**src/rtl/fct_pkg.sv**
```systemverilog
// ----------------------------------------------------------------------------
// fct_pkg
// Shared types and constants of the frustum cull test block.
// ----------------------------------------------------------------------------
package fct_pkg;

   // planes in register order: right, left, top, bottom, far, near
   localparam int REG_COUNT   = 6;
   localparam int PLANE_COUNT = 6;
   localparam int ACTIVE_PLANES = (PLANE_COUNT > REG_COUNT) ? REG_COUNT :
                                  (PLANE_COUNT < 0) ? 0 : PLANE_COUNT;

   localparam int CSR_ADDR_W = 6;
   localparam int CSR_DATA_W = 64;
   localparam int CSR_IDX_W  = 3;

   localparam int COORD_W = 16;
   localparam int RADIUS_W = 15;
   localparam int FRAC_SHIFT = 14;
   localparam int PROD_W  = 2 * COORD_W;
   localparam int SUM_W   = PROD_W + 3;

   localparam logic CMD_SPHERE = 1'b0;
   localparam logic CMD_BOX    = 1'b1;

   typedef logic signed [COORD_W-1:0]  coord_type;
   typedef logic signed [PROD_W-1:0]   prod_type;
   typedef logic signed [SUM_W-1:0]    sum_type;
   typedef logic [CSR_DATA_W-1:0]      plane_type;
   typedef logic [REG_COUNT-1:0][CSR_DATA_W-1:0] plane_array_type;

   typedef struct packed {
      logic                cmd;
      coord_type           lo_x;
      coord_type           lo_y;
      coord_type           lo_z;
      coord_type           hi_x;
      coord_type           hi_y;
      coord_type           hi_z;
      logic [RADIUS_W-1:0] radius;
   } item_type;

endpackage

```
**src/rtl/fct_plane_unit.sv**
```systemverilog
// ----------------------------------------------------------------------------
// fct_plane_unit
// Three-stage test of one object against one plane: products, per-axis
// corner pick, sum and sign.
// ----------------------------------------------------------------------------
module fct_plane_unit (
   input  logic                clock,
   input  fct_pkg::plane_type  plane,
   input  fct_pkg::item_type   item,
   output logic                pass
);
   import fct_pkg::*;

   coord_type  nx, ny, nz, ofs;

   prod_type   plo_in [3];
   prod_type   phi_in [3];
   prod_type   plo_ff [3];
   prod_type   phi_ff [3];
   sum_type    base_in, base1_ff, base2_ff;
   logic       cmd1_ff;

   prod_type   term_in [3];
   prod_type   term_ff [3];

   sum_type    sum_in;
   logic       pass_ff, pass_in;

   assign nx  = coord_type'(plane[15:0]);
   assign ny  = coord_type'(plane[31:16]);
   assign nz  = coord_type'(plane[47:32]);
   assign ofs = coord_type'(plane[63:48]);

   // stage 1: products of the normal with both coordinate sets
   always_comb begin
      plo_in[0] = item.lo_x * nx;
      plo_in[1] = item.lo_y * ny;
      plo_in[2] = item.lo_z * nz;
      phi_in[0] = item.hi_x * nx;
      phi_in[1] = item.hi_y * ny;
      phi_in[2] = item.hi_z * nz;
      // offset and, for a sphere, radius moved to the Q.18 grid
      base_in = {{(SUM_W-COORD_W-FRAC_SHIFT){ofs[COORD_W-1]}}, ofs, {FRAC_SHIFT{1'b0}}}
              + ((item.cmd == CMD_BOX) ? sum_type'(0)
                 : {{(SUM_W-RADIUS_W-FRAC_SHIFT){1'b0}}, item.radius, {FRAC_SHIFT{1'b0}}});
   end

   always_ff @(posedge clock) begin
      plo_ff   <= plo_in;
      phi_ff   <= phi_in;
      base1_ff <= base_in;
      cmd1_ff  <= item.cmd;
   end

   // stage 2: best corner of a box is the larger product on every axis
   always_comb begin
      for (int i = 0; i < 3; i++) begin
         term_in[i] = ((cmd1_ff == CMD_BOX) && (phi_ff[i] > plo_ff[i])) ? phi_ff[i]
                                                                        : plo_ff[i];
      end
   end

   always_ff @(posedge clock) begin
      term_ff  <= term_in;
      base2_ff <= base1_ff;
   end

   // stage 3: sum and sign
   always_comb begin
      sum_in  = sum_type'(term_ff[0]) + sum_type'(term_ff[1]) + sum_type'(term_ff[2])
              + base2_ff;
      pass_in = (sum_in > 0);
   end

   always_ff @(posedge clock) begin
      pass_ff <= pass_in;
   end

   assign pass = pass_ff;

endmodule
```
**config.mk**
```make
export PLATFORM = sky130hd
export DESIGN_NAME = fct_plane_unit
export DESIGN_NICKNAME = d
export VERILOG_FILES = /design/src/rtl/fct_pkg.sv /design/src/rtl/fct_plane_unit.sv
export SDC_FILE = /design/constraint.sdc
export NUM_CORES = 2
export LEC_CHECK = 0
export ABC_AREA = 1
export BUFFER_PORTS_ARGS = -buffer_cell sky130_fd_sc_hd__clkbuf_2
export CAP_MARGIN = 10
export CORE_MARGIN = 3
export CORE_UTILIZATION = 46
export CTS_CLUSTER_DIAMETER = 30
export DETAILED_ROUTE_END_ITERATION = 12
export SETUP_SLACK_MARGIN = 0.3
export SYNTH_ARGS = -nofsm -noshare
export SYNTH_HDL_FRONTEND = slang
export SYNTH_SLANG_ARGS = --single-unit
export TNS_END_PERCENT = 1
```
**constraint.sdc**
```tcl
create_clock -name clock -period 7.47 [get_ports clock]
set_input_delay 1.494 -clock clock [delete_from_list [all_inputs] [get_ports clock]]
set_output_delay 1.494 -clock clock [all_outputs]
set_load 0.1 [all_outputs]
```
==> key figures <==
Die
  • Rows: around 150
  • Initial core utilization: between 40% and 50%
  • Boundary Pins: roughly 180
  • Die Width: slightly above 400 microns
  • Die Y: roughly 410 microns
  • Die area: 169000 sq um
  • Core box area: approximately 160000 sq um

Worst hold path
  • Worst hold path startpoint: base1_ff[26]
  • Worst Hold Depth: 0
  • Hold Path End: base2_ff[26]
  • Worst Hold Class: register to register

STA
  • Unrepaired setup endpoints after global routing: false
  • Tightest Pin Transition: roughly 0.96 ns
  • Tcrit/Tclk final: between 90% and 100%
  • Fmax achieved: about 0.15 GHz
  • Fin worst setup slack: 0.716 ns
  • Hold Fails Final Rpt: 0
  • Setup violators final: 0
  • Setup tns final: 0 ns
  • Final max-slew violation count: 0
  • Clk_skew: roughly 0.015 ns
  • Post-layout min period: roughly 6.8 ns
  • Slew headroom: between 30% and 40%

Final layout
  • Antenna Cells: 0
  • Layout area overhead: 8.04%
  • Register Area: about 6500 sq um
  • Number of filler cells placed in the layout: ~16000
  • Non-filler cells, final: about 12000
  • Multi-input logic area: ~57000 sq um
  • Layout cell share with drive strength beyond 1: under 10%
  • Layout Nets: 11900

Logic synthesis
  • Synthesized area: around 76000 sq um
  • Post-Syn Nets: between 10000 and 15000
  • Top-count cell post-synth: inv_1
  • Top_reg_cell synth: dfxtp_1
  • Synth top area share: 43.0%
  • Synth warnings: 0
  • Avg Inst Size Synth: approximately 8.1 sq um
  • Distinct cell type count after synthesis: 52
  • Post-Syn Instances: approximately 9400
  • Number of synthesized flops with an enable pin: 0
  • FF+latch count, synth: between 300 and 400
  • Synth cell count leaders: inv_1, nand2_1, fa_1
  • Top post-synthesis cells by area: fa_1, inv_1, nand2_1
  • Register area share after synthesis: under 10%
  • Asr flop ratio synth: 0%
  • Area leader, netlist: fa_1

Setup path
  • CP endpoint kind: register
  • Slowest-stage cell, CP: fa_1
  • Crit-path max cell delay: 0.61 ns
  • CP dominant cell by count: fa_1
  • Required time worst endpoint: around 8.0 ns
  • CP arrival: between 7 and 8 ns
  • R2r endpoint: pass
  • Crit path buf inv count: 4
  • Critical path startpoint category: primary input
  • CP delay by family, top: adder cells
  • Critical setup path kind: primary input to register
  • Critical-path cell list: clkbuf_2 -> buf_4 -> buf_4 -> nand2_1 -> fa_1 -> fa_1 -> fa_1 -> fa_1 -> fa_1 -> fa_1 -> inv_1 -> ha_1 -> a21oi_1 -> o21ai_0 -> a31oi_1 -> nand3_1 -> nand2_1 -> nand2_1 -> a21oi_1 -> xnor2_1
  • Max FO, Critical Path: 11
  • Cells on worst reg2reg path: 18
  • R2R setup slack: approximately 3.7 ns
  • Worst R2R Start: term_ff[66]

Placement
  • Placer Congestion: slightly above 0.9
  • Placed instance count: between 10000 and 15000
  • I/O Buffers: about 180
  • Post-place setup slack: -0.135 ns
  • Dpl hpwl: 167000 microns

Routing
  • Final wirelength: 194000 microns
  • WL per Instance: 16.6 microns
  • # DRC: 0
  • Initial drt markers: 3008
  • Vias per cell: between 4 and 5
  • Final ANT Viol Nets: 0
  • Routed vias: approximately 57000
  • Pre-Repair DR Iteration Count: 5

Clocking
  • CTS tree: done
  • Post-CTS Resized: 0
  • Clk_lat worst skew: around 0.6 ns
  • CTS buffer count: approximately 70
  • Hold bufs inserted after CTS: 0
  • CTS Sinks: 324
  • CTS clk-pin slew, worst paths: 0.05 ns
  • Maximum clock path buffer count: 3
  • CTS H-Tree Depth: 3
  • # Post-CTS Setup Buffers: 0
  • Clk root buf: clkbuf_16

Global routing
  • Antenna violations before repair: 1
  • Largest net degree at the start of global routing: 65
  • First-pass GRT wire length: 324000 microns
  • Total GRT Usage: approximately a quarter
  • Vias in the first global route: ~62000
  • GRT Residual Overflow: 0

Job
  • Max Cap Viol: 0

Run status
  • Status: complete, no violations
[layout by cell type (no fill, tap or decap), types with 61 or more instances in the layout]
| cell type | synthesis | final |
|---|---|---|
| a21oi_1 | 272 | 272 |
| buf_4 | 0 | 146 |
| clkbuf_16 | 0 | 69 |
| clkbuf_2 | 0 | 177 |
| dfxtp_1 | 324 | 324 |
| fa_1 | 1625 | 1625 |
| ha_1 | 648 | 648 |
| inv_1 | 2837 | 2837 |
| nand2_1 | 2195 | 2195 |
| nand2_2 | 61 | 61 |
| nand3_1 | 116 | 116 |
| nand4_1 | 106 | 106 |
| nor2_1 | 285 | 285 |
| o21ai_0 | 132 | 132 |
| xnor2_1 | 100 | 100 |
| xor2_1 | 147 | 147 |
[per-layer routing]
layer | track usage (%) | share of wire (%) | vias up
met5 | 0 | 0 | -
met4 | 6.77 | 2.9 | 0
met3 | 2.00 | 4.4 | 284
met2 | 41.3 | 49 | 1318
met1 | 31.9 | 44 | 28500
li1 | - | - | 27000
[flip-flops by register name, summed over array words and instances (netlist names)]
register	cells
pass	1
phi_ff	96
term_ff	96
plo_ff	96
cmd1_ff	1
base1_ff	17
base2_ff	17
[logic make-up after synthesis]
| group | share of synthesized area, % |
|---|---|
| compound gates | 3.99 |
| xor+xnor | 2.86 |
| simple gates | 15.1 |
| flops | 8.57 |
| fa+ha+maj | 53.7 |
| buf+inv | 15.8 |
[how the worst max path moves through the flow]
| stage | startpoint | to | slack, ns | cells after the start |
|---|---|---|---|---|
| final | plane[23] | plo_ff[59] | 0.72 | 20 |
| after global routing | plane[42] | phi_ff[30] | 0.37 | 24 |
| after CTS | plane[17] | plo_ff[59] | 0.46 | 22 |
| after detailed placement | plane[17] | plo_ff[59] | -0.14 | 22 |
| after global placement | plane[17] | plo_ff[59] | -0.21 | 22 |
| after floorplan | item[38] | phi_ff[58] | 0.68 | 26 |
[worst register-to-register path, cell delays in order, from the launching register on]
cell	delay, ns
dfxtp_1	0.41
fa_1	0.44
ha_1	0.28
ha_1	0.28
fa_1	0.57
nand3_1	0.13
nand3_1	0.23
nand2_1	0.13
nand2_1	0.14
nand2_1	0.11
nand2_1	0.11
nand2_1	0.08
nand2_1	0.09
nor2_1	0.13
nand2_1	0.07
nor2_1	0.18
nand4_1	0.14
nand2_1	0.09
inv_1	0.04
[area by class of cell]
| type | count | share of cell area [%] |
|---|---|---|
| Inverter | 2837 | 13.0 |
| Tap cell | 2175 | 3.33 |
| Sequential cell | 324 | 7.93 |
| Multi-Input combinational cell | 5898 | 70.0 |
| Clock inverter | 48 | 0.791 |
| Timing Repair Buffer | 336 | 2.75 |
| Clock buffer | 76 | 2.18 |
[metrics by stage]
stage / util, % / hold slack (ns) / cell area (sq um)
final: 50.1 / 0.321 / 81800
after global routing: 50.1 / 0.324 / 81800
after CTS: 50.1 / 0.324 / 81800
after detailed placement: 48.6 / 0.314 / 79300
after global placement: 48.6 / 0.315 / 79300
after floorplan: - / 0.310 / 75700
Power is left out: the tool's default activity adds up to more than one toggle a clock period on the data nets, which glitch-free logic cannot reach.
