**src/rtl/fct_pkg.sv**
```systemverilog
// ----------------------------------------------------------------------------
// fct_pkg
// Shared types and constants of the frustum cull test block.
// ----------------------------------------------------------------------------
package fct_pkg;

   // planes in register order: right, left, top, bottom, far, near
   localparam int REG_COUNT   = 6;
   localparam int PLANE_COUNT = 6;
   localparam int ACTIVE_PLANES = (PLANE_COUNT > REG_COUNT) ? REG_COUNT :
                                  (PLANE_COUNT < 0) ? 0 : PLANE_COUNT;

   localparam int CSR_ADDR_W = 6;
   localparam int CSR_DATA_W = 64;
   localparam int CSR_IDX_W  = 3;

   localparam int COORD_W = 16;
   localparam int RADIUS_W = 15;
   localparam int FRAC_SHIFT = 14;
   localparam int PROD_W  = 2 * COORD_W;
   localparam int SUM_W   = PROD_W + 3;

   localparam logic CMD_SPHERE = 1'b0;
   localparam logic CMD_BOX    = 1'b1;

   typedef logic signed [COORD_W-1:0]  coord_type;
   typedef logic signed [PROD_W-1:0]   prod_type;
   typedef logic signed [SUM_W-1:0]    sum_type;
   typedef logic [CSR_DATA_W-1:0]      plane_type;
   typedef logic [REG_COUNT-1:0][CSR_DATA_W-1:0] plane_array_type;

   typedef struct packed {
      logic                cmd;
      coord_type           lo_x;
      coord_type           lo_y;
      coord_type           lo_z;
      coord_type           hi_x;
      coord_type           hi_y;
      coord_type           hi_z;
      logic [RADIUS_W-1:0] radius;
   } item_type;

endpackage

```
**src/rtl/fct_csr.sv**
```systemverilog
// ----------------------------------------------------------------------------
// fct_csr
// Plane register file behind the APB-style configuration port.
// ----------------------------------------------------------------------------
module fct_csr (
   input  logic                                clock,
   input  logic                                reset,
   input  logic                                psel,
   input  logic                                penable,
   input  logic                                pwrite,
   input  logic [fct_pkg::CSR_ADDR_W-1:0]      paddr,
   input  logic [fct_pkg::CSR_DATA_W-1:0]      pwdata,
   output logic [fct_pkg::CSR_DATA_W-1:0]      prdata,
   output logic                                pready,
   output fct_pkg::plane_array_type            planes
);
   import fct_pkg::*;

   plane_array_type        plane_ff;
   plane_array_type        plane_in;
   logic [CSR_IDX_W-1:0]   idx;
   logic                   wr_en;

   assign idx    = paddr[CSR_ADDR_W-1:CSR_ADDR_W-CSR_IDX_W];
   assign pready = 1'b1;
   assign wr_en  = psel && penable && pwrite && pready;

   always_comb begin
      plane_in = plane_ff;
      // writes beyond the last plane are dropped
      if (wr_en && (int'(idx) < REG_COUNT)) begin
         plane_in[idx] = pwdata;
      end
   end

   always_ff @(posedge clock) begin
      if (reset) begin
         plane_ff <= '0;
      end else begin
         plane_ff <= plane_in;
      end
   end

   always_comb begin
      if (int'(idx) < REG_COUNT) begin
         prdata = plane_ff[idx];
      end else begin
         prdata = '0;
      end
   end

   assign planes = plane_ff;

endmodule

```
**config.mk**
```make
export PLATFORM = sky130hd
export DESIGN_NAME = fct_csr
export DESIGN_NICKNAME = d
export VERILOG_FILES = /design/src/rtl/fct_pkg.sv /design/src/rtl/fct_csr.sv
export SDC_FILE = /design/constraint.sdc
export NUM_CORES = 1
export LEC_CHECK = 0
export ABC_AREA = 1
export ABC_CLOCK_PERIOD_IN_PS = 2500
export BUFFER_PORTS_ARGS = -buffer_cell sky130_fd_sc_hd__buf_2
export CAP_MARGIN = 20
export CORE_ASPECT_RATIO = 1.25
export CORE_MARGIN = 5
export CORE_UTILIZATION = 25
export CTS_CLUSTER_DIAMETER = 30
export DETAILED_ROUTE_END_ITERATION = 10
export GPL_ROUTABILITY_DRIVEN = 0
export SLEW_MARGIN = 30
export SYNTH_ARGS = -nofsm -noshare
export SYNTH_HDL_FRONTEND = slang
export SYNTH_SLANG_ARGS = --single-unit
```
**constraint.sdc**
```tcl
create_clock -name clock -period 2.5 [get_ports clock]
set_input_delay 0.5 -clock clock [delete_from_list [all_inputs] [get_ports clock]]
set_output_delay 0.5 -clock clock [all_outputs]
set_load 0.02 [all_outputs]
```
==> results of run 1 <==
## cell families after synthesis
group	Yosys count	share of synthesized area [%]
compound gates	39	1.03
buf+inv	326	8.05
flops	384	40.8
other cells	1	0.0199
simple gates	2399	50.1
## tightest hold or removal path, delay by kind of cell
kind	cells	cell delay, ns
buffers and inverters	2	0.16
AND/OR/NAND/NOR	3	0.20
## per-layer routing
metal | up-vias | GRT usage, % | part of all wire (%)
met5 | - | 0 | 0.020
met1 | 9789 | 25.1 | 41
met3 | 208 | 4.95 | 8.2
met4 | 2 | 9.88 | 4.9
met2 | 922 | 32.6 | 46
li1 | 10600 | - | -
## path summary, 6_finish.rpt
path | slack (ns) | start | endpoint | depth (start not counted)
min reg2reg | 0.50 | planes[361]$_SDFFE_PP0P_ | planes[361]$_SDFFE_PP0P_ | 2
max reg2reg | 1.79 | planes[141]$_SDFFE_PP0P_ | planes[141]$_SDFFE_PP0P_ | 2
max | 0.16 | paddr[3] | prdata[49] | 7
min | 0.27 | pwdata[59] | planes[379]$_SDFFE_PP0P_ | 5
## power breakdown
group / switching, mW / internal [mW]
sequential: 0.0684 / 6.22
combinational: 1.04 / 0.420
clock: 4.02 / 8.94
total: 5.13 / 15.6
## final cells by class
class / instances / area share [%]
sequential: 384 / 29.2
inverter: 108 / 1.63
timing repair buffer: 616 / 14.9
clock inverter: 50 / 3.02
antenna: 3 / 0.0285
multi-input combinational: 2439 / 36.8
tap: 969 / 4.60
clock buffer: 118 / 9.80
## through the flow
| stage | total power [mW] | worst slack, ns | std cells | instance area (um^2) | hold WS [ns] |
|---|---|---|---|---|---|
| 2_1_floorplan | 7.22 | 0.491 | 3149 | 18900 | 0.569 |
| 3_3_place_gp | 7.85 | 0.156 | 4516 | 22900 | 0.482 |
| 3_5_place_dp | 7.86 | 0.143 | 4516 | 22900 | 0.486 |
| 4_1_cts | 20.9 | 0.142 | 4684 | 26300 | 0.215 |
| 5_1_grt | 21.3 | 0.0876 | 4686 | 26300 | 0.286 |
| 6_report | 20.7 | 0.158 | 4687 | 26300 | 0.266 |
## layout by cell type, fill, tap and decap left out, types with 3 or more instances in the layout
| cell type | instances |
|---|---|
| buf_4 | 50 |
| nor2_1 | 807 |
| a21oi_1 | 39 |
| dfxtp_1 | 384 |
| clkbuf_1 | 8 |
| clkbuf_16 | 92 |
| buf_12 | 48 |
| nand3_1 | 285 |
| inv_1 | 103 |
| nand3_4 | 3 |
| buf_2 | 517 |
| clkinv_4 | 5 |
| bufinv_16 | 16 |
| clkbuf_8 | 18 |
| diode_2 | 3 |
| inv_6 | 7 |
| nor2_4 | 9 |
| nand2_1 | 1294 |
| clkinvlp_4 | 11 |
| clkinv_2 | 9 |
==> metrics.txt, run 1 <==
status finished clean; flops & latches, synth 384; Clock Latency Late Sink 0.62 ns; area taken by flip-flops and latches 0.00769 mm^2; Yosys top cell by area dfxtp_1; first-pass GRT wire length 127 mm; CTS sink count 384; routed via count 21500; PostCTS Resize Cnt 0; Synth cell types 19; Post-synth EDFFs 0; Post-CTS Setup Bufs 0; P per Cell Area 786 mW/mm^2; clock root buffer clkbuf_16; Worst-path clk slew 0.05 ns; Total GRT Usage 20.1%; Max Fanout on Critical Path 25; MaxCap Viol Count 0; initial antenna violation count 3; footprint of the multi-input gates 0.00969 mm^2; Finished Core Util 35.3%; CP delay by family, top buffers and inverters; cells after synthesis 3149; peak supply drop 0.616 mV; # nets final 3715; top cell type's share of synthesized area 40.8%; largest net degree at the start of global routing 68; synth cell count leaders nand2_1, nor2_1, dfxtp_1, nand3_1, buf_2; H-tree depth 3; via density per instance 4.59; Die X-Extent 256 um; drt pass-1 iters 5; Final setup violation count 0; Routed WL per cell 18.4 um; f_max 0.427 GHz; Rows 112; Post-Syn Area per Cell 5.99 um^2; Tmin final 2.34 ns; DRC 0; IO Pins 524; slowest stage delay, CP 0.33 ns; GR Overflow Total 0; CTS Buf Count 91; core area 0.0747 mm^2; share of cells above drive strength 1 21.4%; Setup TNS 0 ns; RSZ-0062 raised after global routing false; Final Hold Vio Count 0; clk buf depth 3; nature of the critical path startpoint input pin; initial core utilization 25.3%; flip-flop count of the largest register after layout 384; count leader, synth nand2_1; Post-synth ARST share 0%; drt total wl 86.0 mm; Crit path arrival time 1.84 ns; fin crit share 93.7%; yosys warns 0; Detailed Place HPWL 58.7 mm; Netlist Area Pre-Place 0.0189 mm^2; Crit path buffers/inverters 4; Most Frequent Cell on Critical Path buf_12; Main synth FF type dfxtp_1; leakage 13.4 nW; sequence of cells on the critical path buf_6, buf_12, nor2_4, buf_12, a21oi_1, nand2_1, buf_2; Syn-to-layout area delta 39.6%; CTS tree built; CP endpoint kind output pin; I/O Buffers 519; Die ar. 0.0811 mm^2; Synthesized Nets 3224; Antenna Nets Post-Route 0; Crit path required time 2.00 ns; sequential-to-total area share from yosys stat 40.8%; Slew Viols, Final 0; Die Y 317 um; hold_buf cts 0; CP Class in -> out; DRT iter0 DRCs 1968; Fill cells 8111; top post-synthesis cells by area dfxtp_1, nand2_1, nor2_1; HP Class in -> reg; Fin Clk Skew 0 ns; vias in the first global route 20100; Critical-path top delay cell a21oi_1
Note: power is estimated with default switching activity, not from simulation.
==> inputs of run 2 (changes only) <==
--- a/config.mk
+++ b/config.mk
@@ -8,13 +8,16 @@
 export ABC_AREA = 1
 export ABC_CLOCK_PERIOD_IN_PS = 2500
 export BUFFER_PORTS_ARGS = -buffer_cell sky130_fd_sc_hd__buf_2
-export CAP_MARGIN = 20
+export CAP_MARGIN = 10
+export CELL_PAD_IN_SITES_DETAIL_PLACEMENT = 0
+export CELL_PAD_IN_SITES_GLOBAL_PLACEMENT = 1
 export CORE_ASPECT_RATIO = 1.25
 export CORE_MARGIN = 5
 export CORE_UTILIZATION = 25
 export CTS_CLUSTER_DIAMETER = 30
 export DETAILED_ROUTE_END_ITERATION = 10
 export GPL_ROUTABILITY_DRIVEN = 0
+export PLACE_DENSITY_LB_ADDON = 0.1
 export SLEW_MARGIN = 30
 export SYNTH_ARGS = -nofsm -noshare
 export SYNTH_HDL_FRONTEND = slang
==> run 2 against run 1 <==
  * Final cell count rose by 0.19%
  * Final area grew 0.52%
  * Critical path depth up 1
  * Global-route usage grew 2.0 points
  * Wire length increased by 8.8%
  * Sequential share of layout area down 0.15 points
  * Critical path type unchanged
==> metrics.txt, run 2 (synthesized netlist as in run 1, its figures left out) <==
worst hold endpoint planes[230]$_SDFFE_PP0P_ (was planes[379]$_SDFFE_PP0P_); Crit path arrival time 1.81 ns (was 1.84 ns); Setup TNS 0 ns (unchanged); initial antenna violation count 7 (was 3); routed via count 21400 (was 21500); Die X-Extent 256 um (unchanged); DRC 0 (unchanged); initial core utilization 25.3% (unchanged); drt total wl 93.6 mm (was 86.0 mm); Critical R2R Capture planes[233]$_SDFFE_PP0P_ (was planes[141]$_SDFFE_PP0P_); clock root buffer clkbuf_16 (unchanged); Clock Latency Late Sink 0.64 ns (was 0.62 ns); most common cell after layout, fill and taps aside nand2_1 (unchanged); Fin Clk Skew 0 ns (unchanged); Final Hold Vio Count 0 (unchanged); Total GRT Usage 22.1% (was 20.1%); Rows 112 (unchanged); MaxCap Viol Count 0 (unchanged); status finished clean (unchanged); fin crit share 92.3% (was 93.7%); P per Cell Area 830 mW/mm^2 (was 786 mW/mm^2); vias in the first global route 20800 (was 20100); PostCTS Resize Cnt 0 (unchanged); # nets final 3707 (was 3715); share of cells above drive strength 1 21.1% (was 21.4%); clk buf depth 3 (unchanged); GR Overflow Total 0 (unchanged); largest net degree at the start of global routing 71 (was 68); Die Y 317 um (unchanged); leakage 13.5 nW (was 13.4 nW); Final setup violation count 0 (unchanged); Max Fanout on Critical Path 53 (was 25); final hold slack 0.255 ns (was 0.266 ns); I/O Buffers 519 (unchanged); RSZ-0062 raised after global routing false (unchanged); CTS sink count 384 (unchanged); CP Class in -> out (unchanged); IO Pins 524 (unchanged); CTS Buf Count 112 (was 91); flip-flop count of the largest register after layout 384 (unchanged); drt pass-1 iters 5 (unchanged); DP Area 0.0226 mm^2 (was 0.0229 mm^2); hold_buf cts 0 (unchanged); Worst-Margin Slew 0.514 ns; hold path cells 5 (unchanged); reg2reg setup slack 1.84 ns (was 1.79 ns); Detailed Place HPWL 60.9 mm (was 58.7 mm); first-pass GRT wire length 139 mm (was 127 mm); peak supply drop 0.487 mV (was 0.616 mV); CP endpoint kind output pin (unchanged); Slew HR 65.7%; H-tree depth 3 (unchanged); Antenna Nets Post-Route 0 (unchanged); Worst-path clk slew 0.05 ns (about the same); post-route design area 0.0265 mm^2 (was 0.0263 mm^2); Post-CTS Setup Bufs 0 (unchanged); core area 0.0747 mm^2 (unchanged); FF-to-FF path depth 2 (unchanged); Slew Viols, Final 0 (unchanged); via density per instance 4.55 (was 4.59); Tmin final 2.31 ns (was 2.34 ns); f_max 0.433 GHz (was 0.427 GHz); Die ar. 0.0811 mm^2 (unchanged); commonest non-fill, non-tap cells in the layout nand2_1, nor2_1, buf_2 (unchanged); CTS tree built (unchanged); HP Start pwdata[38] (was pwdata[59]); Syn-to-layout area delta 40.3% (was 39.6%); Crit path required time 2.00 ns (about the same); Final Total Pwr 22.0 mW (was 20.7 mW); Routed WL per cell 19.9 um (was 18.4 um); Worst R2R Start planes[233]$_SDFFE_PP0P_ (was planes[141]$_SDFFE_PP0P_); DRT iter0 DRCs 1524 (was 1968); nature of the critical path startpoint input pin (unchanged); HP Class in -> reg (unchanged)
==> run 2: cell types whose count changed in the layout (fill, tap and decap cells not counted), moves of 6 or more <==
cell / before / now
clkbuf_16: 92 / 115
buf_4: 50 / 27
clkbuf_1: 8 / 23
buf_12: 48 / 42
clkinv_2: 9 / 26
==> run 2: layout make-up <==
class | count | area (um^2)
Sequential cell | 384 | 7690
Multi-Input combinational cell | 2439 | 9680
Inverter | 108 | 429
Tap cell | 969 | 1210
Antenna cell | 4 | 10.0
Fill cell | 8274 | 48200
Clock buffer | 161 | 3280
Timing Repair Buffer | 587 | 3640
Clock inverter | 44 | 529
==> run 2: per-layer routing <==
metal	wire length, um	up-vias	track usage, %	share of wire, %
li1	-	10600	-	-
met2	43700	763	36.5	47
met4	2910	4	8.40	3.1
met1	39800	9869	27.7	42
met5	27	-	0	0.029
met3	7270	156	6.20	7.8
==> run 2: worst max path at each step <==
stage | start | to | cells after the start
floorplan | paddr[3] | prdata[10] | 9
global placement | paddr[3] | prdata[19] | 10
detailed placement | paddr[4] | prdata[6] | 8
CTS | paddr[3] | prdata[19] | 10
global route | paddr[3] | prdata[19] | 10
finish | paddr[4] | prdata[6] | 8
==> run 2: critical path, cell delays in order <==
cell	delay [ns]
buf_4	0.14
inv_4	0.10
nand2_1	0.09
nor2_4	0.15
buf_12	0.30
a21oi_1	0.19
nand2_1	0.11
buf_2	0.16
==> run 2: through the flow <==
step | utilization [%] | instances | setup WS [ns]
floorplan | - | 3149 | 0.491
detailed placement | 30.3 | 4487 | 0.174
global route | 35.4 | 4695 | 0.0869
CTS | 35.4 | 4692 | 0.170
finish | 35.4 | 4696 | 0.192
global placement | 30.3 | 4487 | 0.174
==> run 2: where the power goes <==
group | switching (mW) | internal (mW)
Clock | 4.17 | 10.1
Combinational | 1.05 | 0.391
Sequential | 0.0678 | 6.23
Total | 5.28 | 16.7
==> inputs of run 3 (changes only) <==
--- a/config.mk
+++ b/config.mk
@@ -6,18 +6,19 @@
 export NUM_CORES = 1
 export LEC_CHECK = 0
 export ABC_AREA = 1
-export ABC_CLOCK_PERIOD_IN_PS = 2500
+export ABC_CLOCK_PERIOD_IN_PS = 1900
 export BUFFER_PORTS_ARGS = -buffer_cell sky130_fd_sc_hd__buf_2
 export CAP_MARGIN = 10
 export CELL_PAD_IN_SITES_DETAIL_PLACEMENT = 0
 export CELL_PAD_IN_SITES_GLOBAL_PLACEMENT = 1
 export CORE_ASPECT_RATIO = 1.25
 export CORE_MARGIN = 5
-export CORE_UTILIZATION = 25
+export CORE_UTILIZATION = 32
 export CTS_CLUSTER_DIAMETER = 30
 export DETAILED_ROUTE_END_ITERATION = 10
 export GPL_ROUTABILITY_DRIVEN = 0
 export PLACE_DENSITY_LB_ADDON = 0.1
+export SKIP_CTS_REPAIR_TIMING = 1
 export SLEW_MARGIN = 30
 export SYNTH_ARGS = -nofsm -noshare
 export SYNTH_HDL_FRONTEND = slang
==> constraint.sdc (replaced) <==
create_clock -name clock -period 1.9 [get_ports clock]
set_input_delay 0.38 -clock clock [delete_from_list [all_inputs] [get_ports clock]]
set_output_delay 0.38 -clock clock [all_outputs]
set_load 0.02 [all_outputs]
==> run 3 against run 2 <==
  * The run now ends with negative setup slack left
  * Final area up 7.1%
  * Register-to-register slack worse by 0.66 ns
  * Sequential share of layout area down 0.73 points
  * Final cell count decreased by 1.8%
  * Die area down 21%
  * Power up 32%
  * Critical endpoint is now prdata[63]
==> metrics.txt, run 3 (synthesized netlist as in run 1, its figures left out) <==
Slew Viols, Final 0 (unchanged); Detailed Place HPWL 58.4 mm (was 60.9 mm); drt pass-1 iters 6 (was 5); routed via count 21900 (was 21400); CP Class in -> out (unchanged); # nets final 3833 (was 3707); via density per instance 4.74 (was 4.55); reg2reg setup slack 1.18 ns (was 1.84 ns); core area 0.0583 mm^2 (was 0.0747 mm^2); DRC 0 (unchanged); Worst R2R Start planes[189]$_SDFFE_PP0P_ (was planes[233]$_SDFFE_PP0P_); worst hold endpoint planes[383]$_SDFFE_PP0P_ (was planes[230]$_SDFFE_PP0P_); footprint of the multi-input gates 0.00989 mm^2 (was 0.00968 mm^2); IO Pins 524 (unchanged); final setup margin -0.0337 ns (was 0.192 ns); Rows 99 (was 112); Max Fanout on Critical Path 8 (was 53); Finished Core Util 48.6% (was 35.4%); Total GRT Usage 25.6% (was 22.1%); HP Class in -> reg (unchanged); status finished with violations (was finished clean); largest net degree at the start of global routing 72 (was 71); initial core utilization 32.3% (was 25.3%); FF-to-FF path depth 3 (was 2); H-tree depth 3 (unchanged); vias in the first global route 20100 (was 20800); clk buf depth 3 (unchanged); Worst-path clk slew 0.04 ns (was 0.05 ns); peak supply drop 0.778 mV (was 0.487 mV); CTS sink count 384 (unchanged); GR Overflow Total 0 (unchanged); f_max 0.517 GHz; Syn-to-layout area delta 50.3% (was 40.3%); I/O Buffers 519 (unchanged); CTS tree built (unchanged); failing checks negative setup slack; Die Y 281 um (was 317 um); Die X-Extent 227 um (was 256 um); most common cell after layout, fill and taps aside nand2_1 (unchanged); drt total wl 88.4 mm (was 93.6 mm); clock root buffer clkbuf_16 (unchanged); RSZ-0062 raised after global routing true (was false); Tmin final 1.93 ns; fin crit share 102%; Critical R2R Capture planes[189]$_SDFFE_PP0P_ (was planes[233]$_SDFFE_PP0P_); Crit path arrival time 1.55 ns (was 1.81 ns); Die ar. 0.0639 mm^2 (was 0.0811 mm^2); first-pass GRT wire length 126 mm (was 139 mm); Final Hold Vio Count 0 (unchanged); Crit path required time 1.52 ns (was 2.00 ns); HP Start pwdata[63] (was pwdata[38]); initial antenna violation count 5 (was 7); nature of the critical path startpoint input pin (unchanged); worst slack, placed -0.0774 ns (was 0.174 ns); MaxCap Viol Count 0 (unchanged); Routed WL per cell 19.2 um (was 19.9 um); flip-flop count of the largest register after layout 384 (unchanged); CTS Buf Count 104 (was 112); Fill cells 6011 (was 8274); Fin Clk Skew 0 ns (unchanged); Final setup violation count 9 (was 0); P per Cell Area 1030 mW/mm^2 (was 830 mW/mm^2); hold path cells 5 (unchanged); commonest non-fill, non-tap cells in the layout nand2_1, nor2_1, buf_2 (unchanged); area taken by flip-flops and latches 0.00803 mm^2 (was 0.00769 mm^2); DRT iter0 DRCs 1432 (was 1524); CP endpoint kind output pin (unchanged); leakage 14.4 nW (was 13.5 nW); Clock Latency Late Sink 0.63 ns (was 0.64 ns); Antenna Nets Post-Route 0 (unchanged); share of cells above drive strength 1 32.3% (was 21.1%)
## run 3: cell count changes in the layout (fill, tap and decap cells not counted), sizes merged
cell | before | now
buf | 587 | 716
clkbuf | 161 | 151
bufinv | 11 | 18
clkinv | 26 | 27
clkinvlp | 6 | 5
## run 3: critical path: stages
cell and delay, ns:
buf_6 0.14, buf_6 0.14, nor2_4 0.23, buf_12 0.15, clkbuf_16 0.14, a21oi_1 0.07
nand2_2 0.14, buf_6 0.14
## run 3: cell type report
class / count / share of cell area [%]
tap: 757 / 3.34
timing repair buffer: 721 / 18.5
sequential: 384 / 28.3
antenna: 4 / 0.0353
inverter: 108 / 1.53
clock buffer: 146 / 10.5
multi-input combinational: 2439 / 34.9
clock inverter: 51 / 2.86
## run 3: metal layers
layer,track usage (%),wire (um),share of wire [%],up-vias
li1,-,-,-,10800
met1,32.0,36700,42,10100
met2,41.6,41400,47,800
met3,7.11,7180,8.1,140
met4,10.6,3140,3.6,2
met5,0,13,0.015,-
## run 3: worst max-delay path by stage
stage	startpoint	to
final	paddr[3]	prdata[63]
after global routing	paddr[3]	prdata[33]
after CTS	planes[38]$_SDFFE_PP0P_	prdata[38]
after detailed placement	paddr[3]	prdata[11]
after global placement	paddr[3]	prdata[11]
after floorplan	paddr[3]	prdata[10]
## run 3: through the flow
step                cell area, um^2  cells  power [mW]  TNS (ns)  hold slack, ns
finish                        28400   4610        29.1    -0.166           0.146
CTS                           26500   4503        29.2     -4.91           0.112
global route                  28400   4609        30.0     -2.83           0.154
detailed placement            22700   4306        10.3    -0.912           0.488
floorplan                     18900   3149        9.50         0           0.569
global placement              22700   4306        10.3    -0.811           0.484
## run 3: power by group
group	switching (mW)	internal (mW)	total [mW]
logic	1.40	0.654	2.05
registers	0.0859	8.19	8.27
clock network	5.43	13.3	18.7
total	6.91	22.2	29.1
